## src/hw/rtl/lrs_pkg.sv

```systemverilog
// lrs_pkg: shared types and constants for the line range selector.
// Used by lrs_parse and line_range_selector; depends on nothing.
`default_nettype none
package lrs_pkg;

  localparam int MAX_RANGES_DEF = 64;

  localparam logic [63:0] U64_MAX   = 64'hFFFF_FFFF_FFFF_FFFF;
  // (U64_MAX - d) / 10 is this for d <= 5, one less for d > 5
  localparam logic [63:0] ACC_LIMIT = 64'd1844674407370955161;

  localparam logic [7:0] CH_NUL   = 8'h00;
  localparam logic [7:0] CH_SPACE = 8'h20;
  localparam logic [7:0] CH_TAB   = 8'h09;
  localparam logic [7:0] CH_COMMA = 8'h2C;
  localparam logic [7:0] CH_DOT   = 8'h2E;
  localparam logic [7:0] CH_ZERO  = 8'h30;
  localparam logic [7:0] CH_ONE   = 8'h31;
  localparam logic [7:0] CH_NINE  = 8'h39;

  localparam logic OP_SPEC  = 1'b0;
  localparam logic OP_QUERY = 1'b1;

  localparam logic [1:0] ST_OK      = 2'd0;
  localparam logic [1:0] ST_INVALID = 2'd1;
  localparam logic [1:0] ST_FULL    = 2'd2;
  localparam logic [1:0] ST_QUERY   = 2'd3;

  typedef enum logic [3:0] {
    PH_IDLE        = 4'd0,
    PH_ITEM        = 4'd1,
    PH_LEAD_DOT    = 4'd2,
    PH_OPEN_WS     = 4'd3,
    PH_END_A       = 4'd4,
    PH_START_NUM   = 4'd5,
    PH_AFTER_START = 4'd6,
    PH_MID_DOT     = 4'd7,
    PH_AFTER_DOTS  = 4'd8,
    PH_END_NUM     = 4'd9,
    PH_AFTER_ITEM  = 4'd10,
    PH_DONE        = 4'd11,
    PH_BAD         = 4'd12,
    PH_FULL        = 4'd13
  } phase_t;

  typedef enum logic [3:0] {
    S_IDLE,
    S_FEED0,
    S_INS_RD,
    S_INS_CMP,
    S_EVAL,
    S_MRG_RD,
    S_MRG_CMP,
    S_Q_RD,
    S_Q_CMP,
    S_REPORT
  } state_t;

  typedef struct packed {
    logic        operation;
    logic [7:0]  spec_char;
    logic        spec_last;
    logic [63:0] line_number;
  } in_t;

  typedef struct packed {
    logic [1:0]  status;
    logic        wanted;
    logic [63:0] max_line;
    logic        has_max;
  } out_t;

  typedef struct packed {
    logic [63:0] first;
    logic [63:0] last;
  } range_t;

  typedef struct packed {
    logic       feed;
    logic       restart;
    logic       finish;
    logic       tbl_full;
    logic [7:0] ch;
  } prs_ctl_t;

  typedef struct packed {
    phase_t      phase;
    logic        push;
    logic [63:0] push_first;
    logic [63:0] push_last;
  } prs_out_t;

endpackage
`default_nettype wire

```

## src/hw/rtl/lrs_parse.sv

```systemverilog
// lrs_parse: character-level spec parser; one character per feed cycle.
// Emits range pushes to the table sequencer. Depends on lrs_pkg.
`default_nettype none
module lrs_parse (
  input  wire logic              clk,
  input  wire logic              rst_n,
  input  wire lrs_pkg::prs_ctl_t ctl,
  output lrs_pkg::prs_out_t      po
);

  lrs_pkg::phase_t phase_r, phase_nxt;
  logic [63:0] accum_r, accum_nxt;
  logic [63:0] first_r, first_nxt;

  lrs_pkg::phase_t ph;
  logic [63:0] acc, fst, lim, pa, pb;
  logic [3:0]  dig;
  logic blank, digit, nzdig, bad, psh, ai;

  always_comb begin
    ph    = ctl.restart ? lrs_pkg::PH_ITEM : phase_r;
    acc   = ctl.restart ? 64'd0 : accum_r;
    fst   = ctl.restart ? 64'd0 : first_r;
    dig   = ctl.ch[3:0];
    blank = (ctl.ch == lrs_pkg::CH_SPACE) || (ctl.ch == lrs_pkg::CH_TAB);
    digit = (ctl.ch >= lrs_pkg::CH_ZERO) && (ctl.ch <= lrs_pkg::CH_NINE);
    nzdig = (ctl.ch >= lrs_pkg::CH_ONE) && (ctl.ch <= lrs_pkg::CH_NINE);
    lim   = (dig <= 4'd5) ? lrs_pkg::ACC_LIMIT : lrs_pkg::ACC_LIMIT - 64'd1;
    phase_nxt = ph;
    accum_nxt = acc;
    first_nxt = fst;
    bad = 1'b0;
    psh = 1'b0;
    ai  = 1'b0;
    pa  = fst;
    pb  = fst;
    case (ph)
      lrs_pkg::PH_ITEM: begin
        if (blank) begin
        end else if (ctl.ch == lrs_pkg::CH_DOT) begin
          phase_nxt = lrs_pkg::PH_LEAD_DOT;
        end else if (nzdig) begin
          accum_nxt = {60'd0, dig};
          phase_nxt = lrs_pkg::PH_START_NUM;
        end else begin
          bad = 1'b1;
        end
      end
      lrs_pkg::PH_LEAD_DOT: begin
        if (ctl.ch == lrs_pkg::CH_DOT) phase_nxt = lrs_pkg::PH_OPEN_WS;
        else bad = 1'b1;
      end
      lrs_pkg::PH_OPEN_WS: begin
        if (blank) begin
        end else if (nzdig) begin
          accum_nxt = {60'd0, dig};
          phase_nxt = lrs_pkg::PH_END_A;
        end else begin
          bad = 1'b1;
        end
      end
      lrs_pkg::PH_START_NUM, lrs_pkg::PH_AFTER_START: begin
        if (ph == lrs_pkg::PH_START_NUM && digit) begin
          if (acc > lim) bad = 1'b1;
          else accum_nxt = (acc << 3) + (acc << 1) + {60'd0, dig};
        end else begin
          if (ph == lrs_pkg::PH_START_NUM) first_nxt = acc;
          pa = first_nxt;
          pb = first_nxt;
          if (blank) phase_nxt = lrs_pkg::PH_AFTER_START;
          else if (ctl.ch == lrs_pkg::CH_DOT) phase_nxt = lrs_pkg::PH_MID_DOT;
          else begin
            psh = 1'b1;
            ai  = 1'b1;
          end
        end
      end
      lrs_pkg::PH_MID_DOT: begin
        if (ctl.ch == lrs_pkg::CH_DOT) phase_nxt = lrs_pkg::PH_AFTER_DOTS;
        else begin
          psh = 1'b1;
          bad = 1'b1;
        end
      end
      lrs_pkg::PH_AFTER_DOTS: begin
        if (blank) begin
        end else if (nzdig) begin
          accum_nxt = {60'd0, dig};
          phase_nxt = lrs_pkg::PH_END_NUM;
        end else if (ctl.ch == lrs_pkg::CH_ZERO) begin
          bad = 1'b1;
        end else begin
          pb  = lrs_pkg::U64_MAX;
          psh = 1'b1;
          ai  = 1'b1;
        end
      end
      lrs_pkg::PH_END_A, lrs_pkg::PH_END_NUM: begin
        if (digit) begin
          if (acc > lim) bad = 1'b1;
          else accum_nxt = (acc << 3) + (acc << 1) + {60'd0, dig};
        end else if (ph == lrs_pkg::PH_END_A) begin
          pa  = 64'd1;
          pb  = acc;
          psh = 1'b1;
          ai  = 1'b1;
        end else if (fst > acc) begin
          bad = 1'b1;
        end else begin
          pb  = acc;
          psh = 1'b1;
          ai  = 1'b1;
        end
      end
      lrs_pkg::PH_AFTER_ITEM: ai = 1'b1;
      default: begin
      end
    endcase

    // a push into a full table fails first and hides everything after it
    if (psh && ctl.tbl_full) begin
      phase_nxt = lrs_pkg::PH_FULL;
      psh = 1'b0;
    end else begin
      if (psh) phase_nxt = lrs_pkg::PH_AFTER_ITEM;
      if (ai && !bad) begin
        if (ctl.ch == lrs_pkg::CH_NUL || blank) begin
        end else if (ctl.ch == lrs_pkg::CH_COMMA) phase_nxt = lrs_pkg::PH_ITEM;
        else bad = 1'b1;
      end
      if (bad) phase_nxt = lrs_pkg::PH_BAD;
    end
    if (!ctl.feed) psh = 1'b0;

    po.phase      = phase_r;
    po.push       = psh;
    po.push_first = pa;
    po.push_last  = pb;
  end

  always_ff @(posedge clk) begin
    if (!rst_n) begin
      phase_r <= lrs_pkg::PH_IDLE;
    end else if (ctl.finish) begin
      phase_r <= lrs_pkg::PH_DONE;
    end else if (ctl.feed) begin
      phase_r <= phase_nxt;
    end else if (ctl.restart) begin
      phase_r <= lrs_pkg::PH_ITEM;
    end
  end

  always_ff @(posedge clk) begin
    if (ctl.feed || ctl.restart) begin
      accum_r <= ctl.feed ? accum_nxt : 64'd0;
      first_r <= ctl.feed ? first_nxt : 64'd0;
    end
  end

endmodule
`default_nettype wire
```

## config.mk

```make
export PLATFORM = sky130hd
export DESIGN_NAME = lrs_parse
export DESIGN_NICKNAME = d
export VERILOG_FILES = /design/src/hw/rtl/lrs_pkg.sv /design/src/hw/rtl/lrs_parse.sv
export SDC_FILE = /design/constraint.sdc
export NUM_CORES = 1
export LEC_CHECK = 0
export BUFFER_PORTS_ARGS = -buffer_cell sky130_fd_sc_hd__buf_2
export CORE_MARGIN = 1
export CORE_UTILIZATION = 25
export CTS_CLUSTER_DIAMETER = 30
export CTS_CLUSTER_SIZE = 40
export DETAILED_ROUTE_END_ITERATION = 8
export GPL_TIMING_DRIVEN = 0
export PLACE_DENSITY_LB_ADDON = 0.05
export RECOVER_POWER = 100
export SLEW_MARGIN = 20
export SYNTH_ARGS = -nofsm -noshare
export SYNTH_HDL_FRONTEND = slang
export SYNTH_SLANG_ARGS = --single-unit
```

## constraint.sdc

```tcl
create_clock -name clk -period 10.45 [get_ports clk]
set_clock_uncertainty 0.15 [all_clocks]
set_input_delay 3.135 -clock clk [delete_from_list [all_inputs] [get_ports clk]]
set_output_delay 3.135 -clock clk [all_outputs]
set_load 0.05 [all_outputs]
```

==> reports/qor.yml, run 1 <==
critPathLaunchType: "input pin"
h-tree-depth: 4
finalSetupViolations: 0
cts_buffer_depth: 2
routed_wl_mm: 73.0
crit_top_cell: "buf_6"
clock_sinks: 132
grt_antenna_before_repair: 1
nets: 2502
synth_top_area_frac: 0.245
slowest_stage: "nor4_1"
status: "finished with violations"
grt_overflow: 0
synth_area_um2: 15700
synthTopCellsByArea: "edfxtp_1 24%, ha_1 15%, nand2_1 11%"
final_cell_area_um2: 19000
grt_usage: 0.227
layout-drive-gt1-share: 0.129
wl_per_cell_um: 23.2
dr_wl_met2_mm: 33.2
portBuffers: 146
tightestPinTransition_ns: 3.14
avgViaCountPerCell: 5.27
cts_tree: "done"
cp-end-kind: "output port"
cp.arrival_ns: 7.07
cap_violations: 3
cts_hold_buffers: 0
ys_warn_count: 0
final-hold-violation-count: 0
final_util: 0.307
grt_pass1_wl_mm: 108
regToRegSetupSlack_ns: 5.28
root_buffer: "clkbuf_16"
relSlewSlack: -1.09
tns_ns: 0
cp.required_ns: 7.17
rsz0062_at_grt: "true"
antenna_left: 0
path_clk_slew_ns: 0.07
place_area_um2: 17600
cp_max_fo: 10
p_total_w: 0.00198
io-pin-count: 147
path_cells: "buf_4, buf_12, buf_8, buf_12, buf_6, nor2_1, ha_1, nand4_1, nor4_1, buf_6, nand4_1, buf_6, nor4_4, a21o_1, o211ai_1, nand2_2, clkbuf_4, nand2_1, o211ai_1, clkbuf_4"
worstSetupPathType: "in2out"
wl_met3_mm: 2.83
slew_viol_final: 134
max-vdd-ir-drop_uv: 119
syn2layout_area_growth_pct: 21.2
diodes: 0
grt_max_degree: 49
insertion_delay_ns: 0.47
register_area_um2: 3920
violations: "max-capacitance violations, max-slew violations"
powerDensity_nw_per_um2: 104
post-route-min-period_ns: 10.36
via_count: 16600
fp.dieH_um: 253
nFillCells: 6921
initialDrtViolationCount: 1045
syn_inst: 2121
grt_pass1_vias: 16500
start_util: 0.254
numCtsBuffers: 17
fp.dieArea_um2: 63900
multi_input_area_um2: 11200
synth-seq-cells: 132
p_leak_nw: 8.78
synth_edf_count: 128
remaining_drc_errors: 0
max_freq_ghz: 0.0965
fp.coreArea_um2: 61900
dieWidth_um: 253
yosysSeqAreaShare: 0.250
yosys.area.top_type: "edfxtp_1"
fin_crit_sh: 0.991
syn_avg_cell_area_um2: 7.41
firstDrtPassIters: 5
wl_met1_mm: 35.8
cpPeakStageDelay_ns: 0.38
place.gp.congestion: 0.904
synth-async-reset-ratio: 0
syn_nets: 2324
top_layer_used: "met4"
ys.flop_type: "edfxtp_1"
ys_types: 82
hold_class: "reg2reg"
fp-row-count: 91
dp_hpwl_mm: 57.8
## through the flow
step                      std cells  hold slack [ns]  worst slack [ns]
final                          3149            0.631            0.0918
after floorplan                2121            0.520             0.134
after global routing           3149            0.663           -0.0181
after detailed placement       3108            0.613             -3.64
after global placement         3104            0.613             -4.15
after CTS                      3146            0.632           0.00894
## synth_stat cells (3+ instances only)
cell type and count:
a211oi_1 14, a21boi_0 5, a21o_1 49, a21oi_1 121, a221oi_1 5, a22oi_1 37, a31oi_1 14, a41oi_1 3
and2_1 62, and3_1 16, and4_1 3, buf_1 16, buf_2 13, clkbuf_1 99, dfxtp_1 4, edfxtp_1 128
ha_1 187, inv_1 148, inv_2 4, mux2i_1 3, nand2_1 445, nand2b_1 7, nand3_1 29, nand4_1 31
nor2_1 105, nor2b_1 23, nor3_1 25, nor3b_1 3, nor4_1 13, o2111ai_1 57, o211ai_1 14, o21a_1 10
o21ai_0 236, o21ai_1 5, o21bai_1 9, o221ai_1 3, o22ai_1 32, o311a_1 3, o31ai_1 7, o32ai_1 5
or2_2 3, or3_1 13, xnor2_1 36, xor2_1 25
## state kept, by name, indices dropped and copies added (netlist names)
name and cells:
accum_r 64, first_r 64, phase_r 4
## report_power, final
| part | internal (W) | switching (W) |
|---|---|---|
| sequential | 0.000617 | 0.0000181 |
| combinational | 0.000209 | 0.000522 |
| clock | 0.000309 | 0.000302 |
| total | 0.00114 | 0.000842 |
## logic make-up (layout without fill, tap and decap cells)
family	count (synthesis)	after routing	share of synthesized area
AOI/OAI and AO/OA	665	665	0.269
buffers and inverters	281	472	0.0684
muxes	4	4	0.00263
adders and majority gates	189	189	0.151
and+or+nand+nor	789	789	0.225
DFF	132	132	0.250
xor gates and xnor gates	61	61	0.0340
## what timing repair did
item | CTS | global route
endpoints found under the setup margin | 65 | 65
pin swaps | 11 | 14
buffers inserted | 6 | 4
resized for setup | 174 | 138
cloned | 1 | 0
## path summary, 6_finish.rpt
path	start	endpoint	cells after the start
worst max-delay path	ctl[10]	po[28]	20
worst min-delay path	accum_r[58]	accum_r[58]	2
worst min register to register	accum_r[58]	accum_r[58]	2
worst max register to register	accum_r[0]	accum_r[57]	14
## final cells by class
| cell class | count | area share |
|---|---|---|
| Tap cell | 837 | 0.0550 |
| Clock buffer | 17 | 0.0223 |
| Inverter | 152 | 0.0306 |
| Buffer | 127 | 0.0372 |
| Multi-Input combinational cell | 1708 | 0.590 |
| Timing Repair Buffer | 161 | 0.0523 |
| Clock inverter | 15 | 0.00637 |
| Sequential cell | 132 | 0.206 |
## per-layer routing
layer,track usage,up-vias
met1,0.327,8116
met3,0.0184,47
li1,-,8043
met5,0,-
met2,0.363,384
met4,0.0589,0
## placed cells by master (no fill, tap or decap), drive strengths merged, types with 15 or more instances in the layout
master	Yosys	routed
a21o	49	49
nand4	31	31
ha	187	187
a22oi	37	37
inv	152	158
o2111ai	57	57
nor3	25	25
and2	63	63
clkbuf	99	205
a21oi	121	121
xnor2	36	36
nand2	446	446
nor2	105	105
o22ai	32	32
o21ai	242	242
buf	30	100
edfxtp	128	128
nor4	15	15
xor2	25	25
nor2b	23	23
nand3	29	29
and3	16	16
## worst max-delay path: cells and delay by family
kind | cells | cell delay (ns)
fa+ha+maj | 1 | 0.28
buf+inv | 9 | 1.77
compound gates | 3 | 0.58
simple gates | 7 | 1.28
Note: power is estimated with default switching activity, not from simulation.
==> run 2: changes to the inputs <==
BUFFER_PORTS_ARGS = -buffer_cell sky130_fd_sc_hd__buf_4   (was -buffer_cell sky130_fd_sc_hd__buf_2)
==> reports/qor.yml, run 2 (synthesized netlist as in run 1, its figures left out) <==
status: "complete, no violations"
dieWidth_um: 253  # unchanged
power_switching_w: 0.000815  # -3.2%
fp.dieArea_um2: 63900  # unchanged
hold_class: "reg2reg"
remaining_drc_errors: 0  # unchanged
rsz0062_at_grt: "true"
cts_hold_buffers: 0  # unchanged
wl_per_cell_um: 22.9  # -1.2%
routed_wl_mm: 72.1  # -1.2%
grt_pass1_vias: 16500  # -0.28%
finalNonFillerCells: 3148  # -0.032%
initialDrtViolationCount: 1051  # +0.57%
clockPowerShare: 0.314  # +0.005
relSlewSlack: 0.199  # +1.29
h-tree-depth: 4  # unchanged
cts_buffer_depth: 2  # unchanged
regToRegSetupSlack_ns: 5.44  # +0.16 ns
powerDensity_nw_per_um2: 104  # about the same
root_buffer: "clkbuf_16"
tightestPinTransition_ns: 1.20  # -1.94 ns
reg_top3: "accum_r x64, first_r x64, phase_r x4"
fin_crit_sh: 0.994  # +0.00238
worstHoldPathCells: 4  # +2
pwr-share-seq: 0.316  # -0.005
fin_hold_ws_ns: 0.626  # -0.00491 ns
via_count: 16600  # +0.30%
grt_pass1_wl_mm: 107  # -1.3%
clock_sinks: 132  # unchanged
cap_violations: 0  # -3
slew_viol_final: 0  # -100%
cp.arrival_ns: 7.10  # +0.03 ns
finalSetupViolations: 0  # unchanged
firstDrtPassIters: 5  # unchanged
cp_max_fo: 10  # unchanged
worstSetupPathType: "in2out"
nets: 2501  # -0.040%
layout-drive-gt1-share: 0.135  # +0.00568
mostFrequentLayoutCell: "nand2_1"
portBuffers: 146  # unchanged
final-hold-violation-count: 0  # unchanged
cp-end-kind: "output port"
dp_cells: 3109  # +0.032%
grt_usage: 0.224  # -0.00337
grt_antenna_before_repair: 1  # unchanged
layout_common_cells: "421 x nand2_1, 229 x o21ai_0, 185 x ha_1, 148 x inv_1, 144 x buf_4"
grt_overflow: 0  # unchanged
max_freq_ghz: 0.0963  # -0.24%
avgViaCountPerCell: 5.29  # +0.33%
critPathLaunchType: "input pin"
cp.required_ns: 7.17  # about the same
antenna_left: 0  # unchanged
fp.dieH_um: 253  # unchanged
start_util: 0.254  # unchanged
max-vdd-ir-drop_uv: 116  # -2.0%
path_clk_slew_ns: 0.07  # about the same
p_leak_nw: 8.98  # +2.3%
numCtsBuffers: 17  # unchanged
dp_hpwl_mm: 57.4  # -0.67%
grt_max_degree: 45  # -8.2%
insertion_delay_ns: 0.46  # about the same
post-route-min-period_ns: 10.38  # +0.0249 ns
fp-row-count: 91  # unchanged
fp.coreArea_um2: 61900  # unchanged
place.gp.congestion: 0.914  # +1.1%
diodes: 0  # unchanged
cts_tree: "done"
p_total_w: 0.00201  # +1.5%
io-pin-count: 147  # unchanged
syn2layout_area_growth_pct: 22.9
p_comb_frac: 0.371  # about the same
intPower_w: 0.00119  # +4.9%
r2r_cells: 14  # unchanged
swShare: 0.406  # -0.0195
==> run 2: changes by cell type in the layout (fill, tap and decap cells not counted), moves of 15 or more <==
| cell | change |
|---|---|
| and2_0 | -50 |
| and2_1 | +50 |
| buf_2 | -15 |
| buf_4 | +99 |
| clkbuf_1 | -32 |
| clkbuf_2 | -51 |
==> run 2: area by class of cell <==
class                   count  area (um2)
clock inverters            15         156
flip-flops and latches    132        3920
repair buffers            159        1310
plain buffers             128         732
clock buffers              17         425
inverters                 152         578
well taps                 837        1050
multi-input cells        1708       11100
fillers                  6858       42600
==> run 2: metrics by stage <==
step                       util  instance area, um2  setup TNS, ns  worst slack, ns
after CTS                 0.308               19100              0           0.0341
after global routing      0.312               19300         -0.537          -0.0395
final                     0.312               19300              0           0.0669
after global placement    0.288               17900        -299.52            -3.95
after detailed placement  0.290               18000        -211.64            -3.47
after floorplan               -               15700              0            0.134
==> run 2: timing repair <==
action | 4_1_cts | 5_1_grt
resized for setup | 132 | 59
setup endpoints to repair | 65 | 60
pin swaps | 7 | 9
buffers inserted | 3 | 4
gates cloned | 0 | 1
==> run 2: worst max-delay path, cell delays in order <==
cell,delay (ns)
buf_4,0.15
inv_8,0.13
clkbuf_16,0.19
clkbuf_16,0.20
clkbuf_16,0.20
nand2_2,0.15
ha_1,0.36
nand4_1,0.16
nor4_4,0.26
buf_6,0.17
nand4_1,0.10
buf_4,0.19
nor4_4,0.21
a21o_1,0.22
o21ai_4,0.11
buf_8,0.18
clkbuf_4,0.20
nand2_1,0.08
o21ai_0,0.08
nand2_1,0.10
o2111ai_2,0.20
buf_4,0.28
==> run 2: layer usage <==
layer | track usage | vias to the layer above | share of wire | routed length (um)
li1 | - | 8056 | - | -
met5 | 0 | - | 0 | 0
met2 | 0.361 | 423 | 0.45 | 32600
met3 | 0.0252 | 57 | 0.043 | 3080
met4 | 0.0584 | 0 | 0.021 | 1500
met1 | 0.315 | 8104 | 0.48 | 34900
==> run 2: final timing paths <==
kind | end | start
worst max-delay path | po[41] | ctl[10]
worst min-delay path | first_r[60] | first_r[60]
worst max register to register | accum_r[57] | accum_r[0]
worst min register to register | first_r[60] | first_r[60]
==> run 2: power groups by stage <==
stage / Sequential, W / Clock, W / Combinational [W]
floorplan: 0.000644 / 0 / 0.000446
global placement: 0.000648 / 0 / 0.000686
detailed placement: 0.000642 / 0 / 0.000690
CTS: 0.000632 / 0.000645 / 0.000722
global route: 0.000637 / 0.000657 / 0.000802
finish: 0.000633 / 0.000630 / 0.000744
